### config.mk
export PLATFORM = sky130hd
export DESIGN_NAME = datagram_segmenter
export DESIGN_NICKNAME = d
export VERILOG_FILES = /design/src/dseg_pkg.sv /design/src/dseg_front.sv /design/src/dseg_queue.sv /design/src/dseg_back.sv /design/src/datagram_segmenter.sv
export SDC_FILE = /design/constraint.sdc
export NUM_CORES = 1
export LEC_CHECK = 0
export BUFFER_PORTS_ARGS = -buffer_cell sky130_fd_sc_hd__buf_4
export CORE_MARGIN = 3
export CORE_UTILIZATION = 40
export CTS_CLUSTER_DIAMETER = 100
export DETAILED_ROUTE_END_ITERATION = 8
export PLACE_DENSITY_LB_ADDON = 0.2
export SYNTH_ARGS = -nofsm -noshare
export SYNTH_HDL_FRONTEND = slang
export SYNTH_SLANG_ARGS = --single-unit
### constraint.sdc
create_clock -name clk -period 8.4 [get_ports clk]
set_input_delay 1.68 -clock clk [delete_from_list [all_inputs] [get_ports clk]]
set_output_delay 1.68 -clock clk [all_outputs]
set_load 0.05 [all_outputs]
### src/dseg_pkg.sv
// ----------------------------------------------------------------------------
// dseg_pkg
// Types, constants and helpers shared by the datagram segmenter modules.
// ----------------------------------------------------------------------------
package dseg_pkg;

  localparam int MAX_DATAGRAM_BYTES_DEF = 4096;
  localparam int MAX_SEGMENTS           = 64;
  localparam int QUEUE_DEPTH            = 4;

  localparam int FRAME_W = 9;
  localparam int IDX_W   = 6;
  localparam int LIM_W   = 16;

  localparam logic [FRAME_W-1:0] FRAME_RESET = 9'd256;
  localparam logic [FRAME_W-1:0] SEG_DEFAULT = 9'd254;
  localparam logic [FRAME_W-1:0] FRAME_HDR   = 9'd2;

  typedef enum logic [2:0] {
    ST_OK        = 3'd0,
    ST_EMPTY     = 3'd1,
    ST_TOO_LARGE = 3'd2,
    ST_TOO_MANY  = 3'd3,
    ST_BUSY      = 3'd4
  } status_t;

  typedef enum logic [1:0] {
    PH_HEAD,
    PH_PID,
    PH_DATA
  } phase_t;

  typedef struct packed {
    logic       is_err;
    status_t    status;
    logic       with_hdr;
    logic       with_pid;
    logic [7:0] hdr;
    logic [7:0] pid;
    logic [7:0] data;
    logic       fend;
    logic       last;
  } seg_cmd_t;

  typedef struct packed {
    logic     valid;
    seg_cmd_t cmd;
  } q_head_t;

  function automatic logic [FRAME_W-1:0] seg_size(input logic [FRAME_W-1:0] mfs);
    return (mfs > FRAME_HDR) ? (mfs - FRAME_HDR) : SEG_DEFAULT;
  endfunction

endpackage

### src/dseg_front.sv
// ----------------------------------------------------------------------------
// dseg_front
// Checks each accepted byte, tracks the running datagram and issues one
// command per byte that produces output.
// ----------------------------------------------------------------------------
module dseg_front #(
  parameter int MAX_DATAGRAM_BYTES = dseg_pkg::MAX_DATAGRAM_BYTES_DEF
) (
  input  logic                         clk,
  input  logic                         rst_n,
  input  logic                         accept,
  input  logic [7:0]                   data_byte,
  input  logic                         start_flag,
  input  logic [15:0]                  datagram_length,
  input  logic [7:0]                   dg_pid,
  input  logic [dseg_pkg::FRAME_W-1:0] max_frame_size,
  output logic                         push,
  output dseg_pkg::seg_cmd_t           cmd
);
  import dseg_pkg::*;

  localparam int LEN_W = $clog2(MAX_DATAGRAM_BYTES + 1);

  logic             active_r, active_nxt;
  logic [LEN_W-1:0] total_r, total_nxt;
  logic [LEN_W-1:0] done_r, done_nxt;
  logic [IDX_W-1:0] idx_r, idx_nxt;
  logic [FRAME_W-1:0] fill_r, fill_nxt;
  logic [7:0]       pid_r, pid_nxt;

  logic [FRAME_W-1:0] ss;
  logic [LIM_W-1:0]   seg_limit;
  status_t            st;
  logic               go;
  logic [LEN_W-1:0]   eff_total, eff_done, rem, done_inc;
  logic [IDX_W-1:0]   eff_idx;
  logic [FRAME_W-1:0] eff_fill;
  logic [7:0]         eff_pid;
  logic               hdr_due, last_seg, last, fend;

  always_comb begin
    ss        = seg_size(max_frame_size);
    seg_limit = LIM_W'(LIM_W'(ss) * LIM_W'(MAX_SEGMENTS));

    if (datagram_length == 16'd0) begin
      st = ST_EMPTY;
    end else if (datagram_length > 16'(MAX_DATAGRAM_BYTES)) begin
      st = ST_TOO_LARGE;
    end else if (active_r) begin
      st = ST_BUSY;
    end else if (datagram_length > seg_limit) begin
      st = ST_TOO_MANY;
    end else begin
      st = ST_OK;
    end

    go        = start_flag ? (st == ST_OK) : active_r;
    eff_total = start_flag ? datagram_length[LEN_W-1:0] : total_r;
    eff_done  = start_flag ? '0 : done_r;
    eff_idx   = start_flag ? '0 : idx_r;
    eff_fill  = start_flag ? '0 : fill_r;
    eff_pid   = start_flag ? dg_pid : pid_r;

    rem      = eff_total - eff_done;
    last_seg = LIM_W'(rem) <= LIM_W'(ss);
    hdr_due  = (eff_fill == '0);
    done_inc = eff_done + LEN_W'(1);
    last     = (done_inc == eff_total);
    fend     = last || (({1'b0, eff_fill} + 10'd1) >= {1'b0, ss});

    push = accept && (start_flag || active_r);

    cmd.is_err   = !go;
    cmd.status   = go ? ST_OK : st;
    cmd.with_hdr = hdr_due;
    cmd.with_pid = hdr_due && (eff_idx == '0);
    cmd.hdr      = {(eff_idx == '0), last_seg, eff_idx};
    cmd.pid      = eff_pid;
    cmd.data     = data_byte;
    cmd.fend     = fend;
    cmd.last     = last;

    active_nxt = active_r;
    total_nxt  = total_r;
    done_nxt   = done_r;
    idx_nxt    = idx_r;
    fill_nxt   = fill_r;
    pid_nxt    = pid_r;
    if (accept && go) begin
      active_nxt = !last;
      total_nxt  = eff_total;
      done_nxt   = done_inc;
      idx_nxt    = fend ? (eff_idx + IDX_W'(1)) : eff_idx;
      fill_nxt   = fend ? '0 : (eff_fill + FRAME_W'(1));
      pid_nxt    = eff_pid;
    end
  end

  always_ff @(posedge clk) begin
    if (!rst_n) begin
      active_r <= 1'b0;
      total_r  <= '0;
      done_r   <= '0;
      idx_r    <= '0;
      fill_r   <= '0;
      pid_r    <= '0;
    end else begin
      active_r <= active_nxt;
      total_r  <= total_nxt;
      done_r   <= done_nxt;
      idx_r    <= idx_nxt;
      fill_r   <= fill_nxt;
      pid_r    <= pid_nxt;
    end
  end

endmodule

### src/dseg_queue.sv
// ----------------------------------------------------------------------------
// dseg_queue
// Short first-in first-out queue of commands between front and back.
// ----------------------------------------------------------------------------
module dseg_queue (
  input  logic               clk,
  input  logic               rst_n,
  input  logic               push,
  input  dseg_pkg::seg_cmd_t cmd_in,
  input  logic               pop,
  output logic               full,
  output dseg_pkg::q_head_t  head
);
  import dseg_pkg::*;

  localparam int PTR_W = $clog2(QUEUE_DEPTH);
  localparam int CNT_W = $clog2(QUEUE_DEPTH + 1);

  seg_cmd_t         mem_r [QUEUE_DEPTH];
  logic [PTR_W-1:0] wr_ptr_r, wr_ptr_nxt;
  logic [PTR_W-1:0] rd_ptr_r, rd_ptr_nxt;
  logic [CNT_W-1:0] count_r, count_nxt;
  logic             do_push, do_pop;

  always_comb begin
    full       = (count_r == CNT_W'(QUEUE_DEPTH));
    head.valid = (count_r != '0);
    head.cmd   = mem_r[rd_ptr_r];
    do_push    = push && !full;
    do_pop     = pop && head.valid;
    wr_ptr_nxt = do_push ? (wr_ptr_r + PTR_W'(1)) : wr_ptr_r;
    rd_ptr_nxt = do_pop ? (rd_ptr_r + PTR_W'(1)) : rd_ptr_r;
    count_nxt  = count_r + CNT_W'(do_push) - CNT_W'(do_pop);
  end

  always_ff @(posedge clk) begin
    if (do_push) begin
      mem_r[wr_ptr_r] <= cmd_in;
    end
  end

  always_ff @(posedge clk) begin
    if (!rst_n) begin
      wr_ptr_r <= '0;
      rd_ptr_r <= '0;
      count_r  <= '0;
    end else begin
      wr_ptr_r <= wr_ptr_nxt;
      rd_ptr_r <= rd_ptr_nxt;
      count_r  <= count_nxt;
    end
  end

endmodule

### src/dseg_back.sv
// ----------------------------------------------------------------------------
// dseg_back
// Expands each queued command into header, PID and data words, or an error
// word, and holds them in the output register.
// ----------------------------------------------------------------------------
module dseg_back (
  input  logic              clk,
  input  logic              rst_n,
  input  dseg_pkg::q_head_t head,
  output logic              pop,
  input  logic              out_stall,
  output logic              out_valid,
  output logic [7:0]        out_byte,
  output logic              out_frame_end,
  output logic              out_datagram_end,
  output logic [2:0]        out_status
);
  import dseg_pkg::*;

  phase_t     phase_r, phase_nxt;
  logic       out_valid_r, out_valid_nxt;
  logic [7:0] byte_r, byte_nxt;
  logic       fend_r, fend_nxt;
  logic       dend_r, dend_nxt;
  status_t    status_r, status_nxt;
  logic       load;

  always_comb begin
    load          = !out_valid_r || !out_stall;
    phase_nxt     = phase_r;
    pop           = 1'b0;
    out_valid_nxt = out_valid_r;
    byte_nxt      = byte_r;
    fend_nxt      = fend_r;
    dend_nxt      = dend_r;
    status_nxt    = status_r;
    if (load) begin
      out_valid_nxt = head.valid;
      if (head.valid) begin
        status_nxt = ST_OK;
        fend_nxt   = 1'b0;
        dend_nxt   = 1'b0;
        case (phase_r)
          PH_HEAD: begin
            if (head.cmd.is_err) begin
              byte_nxt   = 8'd0;
              status_nxt = head.cmd.status;
              pop        = 1'b1;
            end else if (head.cmd.with_hdr) begin
              byte_nxt  = head.cmd.hdr;
              phase_nxt = head.cmd.with_pid ? PH_PID : PH_DATA;
            end else begin
              byte_nxt = head.cmd.data;
              fend_nxt = head.cmd.fend;
              dend_nxt = head.cmd.last;
              pop      = 1'b1;
            end
          end
          PH_PID: begin
            byte_nxt  = head.cmd.pid;
            phase_nxt = PH_DATA;
          end
          PH_DATA: begin
            byte_nxt  = head.cmd.data;
            fend_nxt  = head.cmd.fend;
            dend_nxt  = head.cmd.last;
            pop       = 1'b1;
            phase_nxt = PH_HEAD;
          end
          default: begin
            phase_nxt = PH_HEAD;
          end
        endcase
      end
    end
  end

  always_ff @(posedge clk) begin
    if (!rst_n) begin
      phase_r     <= PH_HEAD;
      out_valid_r <= 1'b0;
    end else begin
      phase_r     <= phase_nxt;
      out_valid_r <= out_valid_nxt;
    end
  end

  always_ff @(posedge clk) begin
    byte_r   <= byte_nxt;
    fend_r   <= fend_nxt;
    dend_r   <= dend_nxt;
    status_r <= status_nxt;
  end

  assign out_valid        = out_valid_r;
  assign out_byte         = byte_r;
  assign out_frame_end    = fend_r;
  assign out_datagram_end = dend_r;
  assign out_status       = status_r;

endmodule

### src/datagram_segmenter.sv
// ----------------------------------------------------------------------------
// datagram_segmenter
// Cuts a byte stream of datagrams into segment frames with header and PID.
// ----------------------------------------------------------------------------
// Channel  Direction  Handshake               Carries
// in_      input      in_valid / in_stall     data byte, start, length, PID
// out_     output     out_valid / out_stall   out byte, frame end, end, status
// cfg_     input      cfg_valid / cfg_ready   max_frame_size
//
// One output word leaves per cycle from the back end's output register
// while out_stall is low and a command is queued. A segment's first byte is
// preceded by a header word, a datagram's first byte by header and PID words;
// the four-entry command queue lets input run ahead. Input is stalled only
// while the command queue is full. Reset is synchronous, with no clearing pass.
// ----------------------------------------------------------------------------
module datagram_segmenter #(
  parameter int MAX_DATAGRAM_BYTES = dseg_pkg::MAX_DATAGRAM_BYTES_DEF
) (
  input  logic                         clk,
  input  logic                         rst_n,
  input  logic                         in_valid,
  output logic                         in_stall,
  input  logic [7:0]                   in_data_byte,
  input  logic                         in_start_flag,
  input  logic [15:0]                  in_datagram_length,
  input  logic [7:0]                   in_dg_pid,
  output logic                         out_valid,
  input  logic                         out_stall,
  output logic [7:0]                   out_byte,
  output logic                         out_frame_end,
  output logic                         out_datagram_end,
  output logic [2:0]                   out_status,
  input  logic                         cfg_valid,
  output logic                         cfg_ready,
  input  logic [dseg_pkg::FRAME_W-1:0] cfg_data
);
  import dseg_pkg::*;

  logic [FRAME_W-1:0] max_frame_size_r, max_frame_size_nxt;
  logic               accept;
  logic               push;
  logic               pop;
  logic               q_full;
  seg_cmd_t           cmd;
  q_head_t            head;

  assign cfg_ready          = 1'b1;
  assign max_frame_size_nxt = (cfg_valid && cfg_ready) ? cfg_data : max_frame_size_r;

  always_ff @(posedge clk) begin
    if (!rst_n) begin
      max_frame_size_r <= FRAME_RESET;
    end else begin
      max_frame_size_r <= max_frame_size_nxt;
    end
  end

  assign in_stall = q_full;
  assign accept   = in_valid && !in_stall;

  dseg_front #(
    .MAX_DATAGRAM_BYTES(MAX_DATAGRAM_BYTES)
  ) u_front (
    .clk             (clk),
    .rst_n           (rst_n),
    .accept          (accept),
    .data_byte       (in_data_byte),
    .start_flag      (in_start_flag),
    .datagram_length (in_datagram_length),
    .dg_pid          (in_dg_pid),
    .max_frame_size  (max_frame_size_r),
    .push            (push),
    .cmd             (cmd)
  );

  dseg_queue u_queue (
    .clk    (clk),
    .rst_n  (rst_n),
    .push   (push),
    .cmd_in (cmd),
    .pop    (pop),
    .full   (q_full),
    .head   (head)
  );

  dseg_back u_back (
    .clk              (clk),
    .rst_n            (rst_n),
    .head             (head),
    .pop              (pop),
    .out_stall        (out_stall),
    .out_valid        (out_valid),
    .out_byte         (out_byte),
    .out_frame_end    (out_frame_end),
    .out_datagram_end (out_datagram_end),
    .out_status       (out_status)
  );

endmodule

; Word-level counts from Yosys, hierarchy flattened
; Memory sizes are Yosys's and may differ from the RTL's. A register that Yosys moved wholly into a read port is not among the register bits.
; Cells that the tools add are included.
[totals]
reg_bits = 82
mem_bits_rw = 128
output_inout_bits = 16
mem_count = 1
[classes]
n_addsub = 10
order_cmp = 5
n_eq_ne = 6
n_mux = 36
n_reduce_logical = 25
[memory_table]
columns = memory, words, word_bits, read_ports, rd_clocked_by_memory_dff, write_ports, line
row1 = u_queue.mem_r, 4, 32, 1, 1, 1, dseg_queue.sv:19  ; seg_cmd_t mem_r [QUEUE_DEPTH];
[op_table]
columns = cell, count
row1 = $mux 9, 3
row2 = $mux 13, 2
row3 = $mux 8, 3
row4 = $pmux 8 s3, 1
row5 = $gt 16x13->1 const B, 1
row6 = $gt 16x15->1, 1
row7 = $logic_not 16->1, 1
row8 = $add 13x1->13 const B, 1
row9 = $eq 13x13->1, 1
row10 = $le 13x9->1, 1
row11 = $sub 13x13->13, 1
row12 = $mux 2, 6
row13 = $mux 3, 4
row14 = $mux 6, 2
row15 = $mux 1, 11
row16 = $add 9x1->10 const B, 1
row17 = $ge 10x9->1, 1
row18 = $add 9x1->9 const B, 1
row19 = $gt 9x2->1 const B, 1
row20 = $logic_not 9->1, 1
row21 = $sub 9x2->9 const B, 1
row22 = $add 6x1->6 const B, 1
row23 = $logic_and 1x1->1, 6
row24 = $logic_not 6->1, 1
row25 = other kinds (17), 29

; Logic depth before layout (Yosys ltp)
[depth]
depth_word = 10
ltp_mapped = 20
depth_no_buf = 16

; Cells and area by module
; A second synthesis with hierarchy kept.
[hier_totals]
hier_cells = 957
hier_area_um2 = 11229.5
[by_module_without_submodules]
columns = module, n_inst, cells_per_inst, area_per_inst_um2, seq_area_each_um2
row1 = dseg_queue, 1, 215, 5136.2, 4023.9
row2 = dseg_front, 1, 624, 4733.3, 1001.0
row3 = dseg_back, 1, 87, 1007.2, 450.4
row4 = datagram_segmenter, 1, 31, 352.8, 180.2

; Worst setup path before layout
; OpenSTA, ideal clock, no wires.
[synth_path]
kind = in2reg
start = in in_start_flag
end = mem u_queue.mem_r[0][24] (netlist name), data pin
arrival_time_ps = 5637
path_slack_ps = 2524
cell_stages = 20
path_buffers = 5
cell_sequence = clkbuf_1 > buf_2 > buf_2 > buf_1 > clkbuf_1 > mux2i_1 > ha_1 > inv_1 > fa_1 > a21oi_1 > nor2b_1 > o31ai_1 > nand2b_1 > xor2_1 > ha_1 > a21o_1 > a21o_1 > a21oi_1 > o221ai_1 > nor4_1
[synth_rtl]
columns = element, line
row1 = start: declaration, datagram_segmenter.sv:24  ; input logic in_start_flag,
row2 = end: declaration, dseg_queue.sv:19

==> out/metrics.csv <==
metric,value,unit
clock latency at the later pin of the worst-skew pair,520,ps
Crit-path slowest cell,nor4_1,
Die ar.,28900,µm²
share of layout cells above drive strength 1,18.1,%
post-synth top area share,39.4,%
Cells after Synth,886,
antenna cell count,0,
fin nets,1043,
Relative slew margins,35.8,%
final setup violating endpoints,0,
clock skew,15.4,ps
critical path peak fanout,51,
WP data required,8640,ps
First DRT Iteration DRCs,504,
Die Width,170,µm
post-synthesis sequential area ratio,52.6,%
Yosys warning total,0,
routed vias,7105,
syn nets,987,
fin crit period,5280,ps
Die H,170,µm
Total GRT Usage,17.3,%
Core Box Area,26200,µm²
Worst Setup Start Kind,input port,
CP max stage delay,520,ps
Finished Core Util,47.0,%
Buf/Inv on CP,2,
Area Overhead vs Synth,14.7,%
Num CTS Buffers,23,
kind of end point of the critical path,flop,
CP dominant cell by count,a21o_1,
number of port buffers,61,
post_cts resized,0,
final cycle utilization of the critical path,62.8,%
routed length per instance,19.1,µm
IO Pins,63,
status,"complete, no violations",
vias in the first global route,7099,
leading cell type by number of instances after synthesis,edfxtp_1,
VDD IR max,0.146,mV
Starting Density,41.0,%
post-route ant nets,0,
ys async rst share,0,%
Power Density,255,nW/µm²
post-synth cell types,71,
Post-CTS Setup Bufs,0,
CP Class,in -> reg,
clock buffer depth,3,
# hold bufs at CTS,0,
Leak,4.56,nW
GP Congestion,0.810,
ys flop type,edfxtp_1,
"critical path, cell by cell",buf_4 -> buf_4 -> nor2b_1 -> a21o_1 -> fa_1 -> a21oi_1 -> nor2b_1 -> o31ai_1 -> nand2b_1 -> xor2_1 -> ha_1 -> a21o_1 -> a21o_1 -> a21oi_1 -> o221ai_1 -> nor4_1,
H-tree levels,1,
root buffer cell,clkbuf_16,
"CP delay by family, top",compound AO/OA/AOI/OAI gates,
CTS tree,yes,
initial antenna violation count,0,
worst slew pin tran,961,ps
Yosys reg bits,212,
vias per cell,5.49,
clk slew on worst S/H paths,60,ps
DP Wirelength,16700,µm
count of flip-flops with a built-in enable after synthesis,141,
Setup TNS,0,ps
final wirelength,24700,µm
first-pass GRT wire length,39600,µm
Remaining DRCs,0,
Detailed Routing Iterations Pass 1,5,
Final Max Slew Viols,0,
CP arrival,5510,ps
GRT Residual Overflow,0,
syn_area_per_cell,12.1,µm²
Synth area leader,edfxtp_1,
fmax,190,MHz
Final Hold Vio Count,0,
worst min path class,reg -> reg,
Sink Count,212,
synth cell count leaders,"141 x edfxtp_1, 84 x nor2_1, 71 x dfxtp_1",
pin count of the biggest net entering global routing,60,
RSZ-0062 raised after global routing,false,
Core Rows,59,
max_cap viols,0,
Area contributors post-synth,"edfxtp_1 39%, dfxtp_1 13%, mux4_2 6.7%, ha_1 6.1%, mux2i_1 3.9%",
synthesized area,10700,µm²
[state kept, by name (all words and copies together) (netlist names), 2 cells and up, named ones only]
register,cells
u_front.done_r,13
u_front.idx_r,6
u_queue.wr_ptr_r,2
u_front.total_r,13
u_back.out_status,3
u_queue.count_r,3
u_front.pid_r,8
u_front.fill_r,9
u_back.out_byte,8
max_frame_size_r,9
u_queue.mem_r,128
u_back.phase_r,2
u_queue.rd_ptr_r,2
[through the flow]
step                      power (W)  instances  setup WS (ps)  hold WS (ps)  instance area (µm²)
after floorplan             0.00189        886           2520           449                10700
after global placement      0.00213       1252           2710           462                11500
after detailed placement    0.00214       1252           2610           465                11500
after CTS                   0.00319       1294           3130           475                12300
after global routing        0.00332       1294           2880           501                12300
final                       0.00315       1294           3120           470                12300
[worst reg2reg max path, delay by kind of cell, from the launching register on]
kind                     cells  cell delay, ps
buffers and inverters        2             310
adder cells (fa/ha/maj)      2             550
flip-flops                   1             370
AND/OR/NAND/NOR              4            1080
AO/OA/AOI/OAI                6            1920
[routing by layer]
| layer | GRT usage (%) | up-vias | part of all wire, % |
|---|---|---|---|
| met5 | 0 | - | 0 |
| met4 | 4.06 | 0 | 2.0 |
| met3 | 2.11 | 33 | 3.8 |
| met2 | 27.9 | 133 | 47 |
| met1 | 25.3 | 3489 | 48 |
| li1 | - | 3450 | - |
[kinds of logic after synthesis]
| logic type | after synthesis | synth area share, % |
|---|---|---|
| AND/OR/NAND/NOR | 258 | 12.5 |
| flip-flops | 212 | 52.6 |
| AO/OA/AOI/OAI | 156 | 9.91 |
| multiplexers | 89 | 12.2 |
| buffers and inverters | 75 | 2.83 |
| adder cells (fa/ha/maj) | 55 | 6.52 |
| XOR/XNOR | 40 | 3.40 |
| other | 1 | 0.0349 |
[path summary, 6_finish.rpt]
| check | depth (start not counted) | slack, ps | startpoint | to |
|---|---|---|---|---|
| max | 16 | 3120 | in_start_flag | u_queue.mem_r[0][24] |
| min | 2 | 470 | u_back.out_valid | u_back.out_valid |
| max reg2reg | 14 | 4130 | max_frame_size_r[1] | u_front.fill_r[3] |
| min reg2reg | 2 | 470 | u_back.out_valid | u_back.out_valid |
[final cells by class]
| type | count | area [µm²] |
|---|---|---|
| Fill cell | 2374 | 13900 |
| Clock buffer | 29 | 628 |
| Tap cell | 335 | 419 |
| Multi-Input combinational cell | 599 | 4790 |
| Sequential cell | 212 | 5660 |
| Timing Repair Buffer | 73 | 548 |
| Inverter | 33 | 124 |
| Clock inverter | 13 | 163 |
[power by group]
part           switching (W)  leakage, nW  internal (W)
combinational       0.000520         2.29      0.000325
sequential         0.0000379         1.89       0.00123
clock               0.000410        0.378      0.000627
total               0.000968         4.56       0.00218
[cells in the final DEF, fill, tap and decap left out, types with 5 or more instances in the layout]
cell type and count:
nor2_1 84, a32o_1 8, nand2_1 40, mux2i_1 42, xor2_1 15, o21ai_0 37
edfxtp_1 141, a21oi_1 31, nand3_1 15, inv_1 32, dfxtp_1 70, a211oi_1 14
nand2b_1 10, a22o_1 8, ha_1 52, mux4_2 32, and3_1 11, nor4_1 5
mux2_2 15, xnor2_1 24, nand4_1 13, nor3_1 17, o21a_1 7, buf_4 73
and2_1 11, a21o_1 9, or3_1 8, clkbuf_16 23, nor2b_1 17
Note: power is estimated with default switching activity, not from simulation.
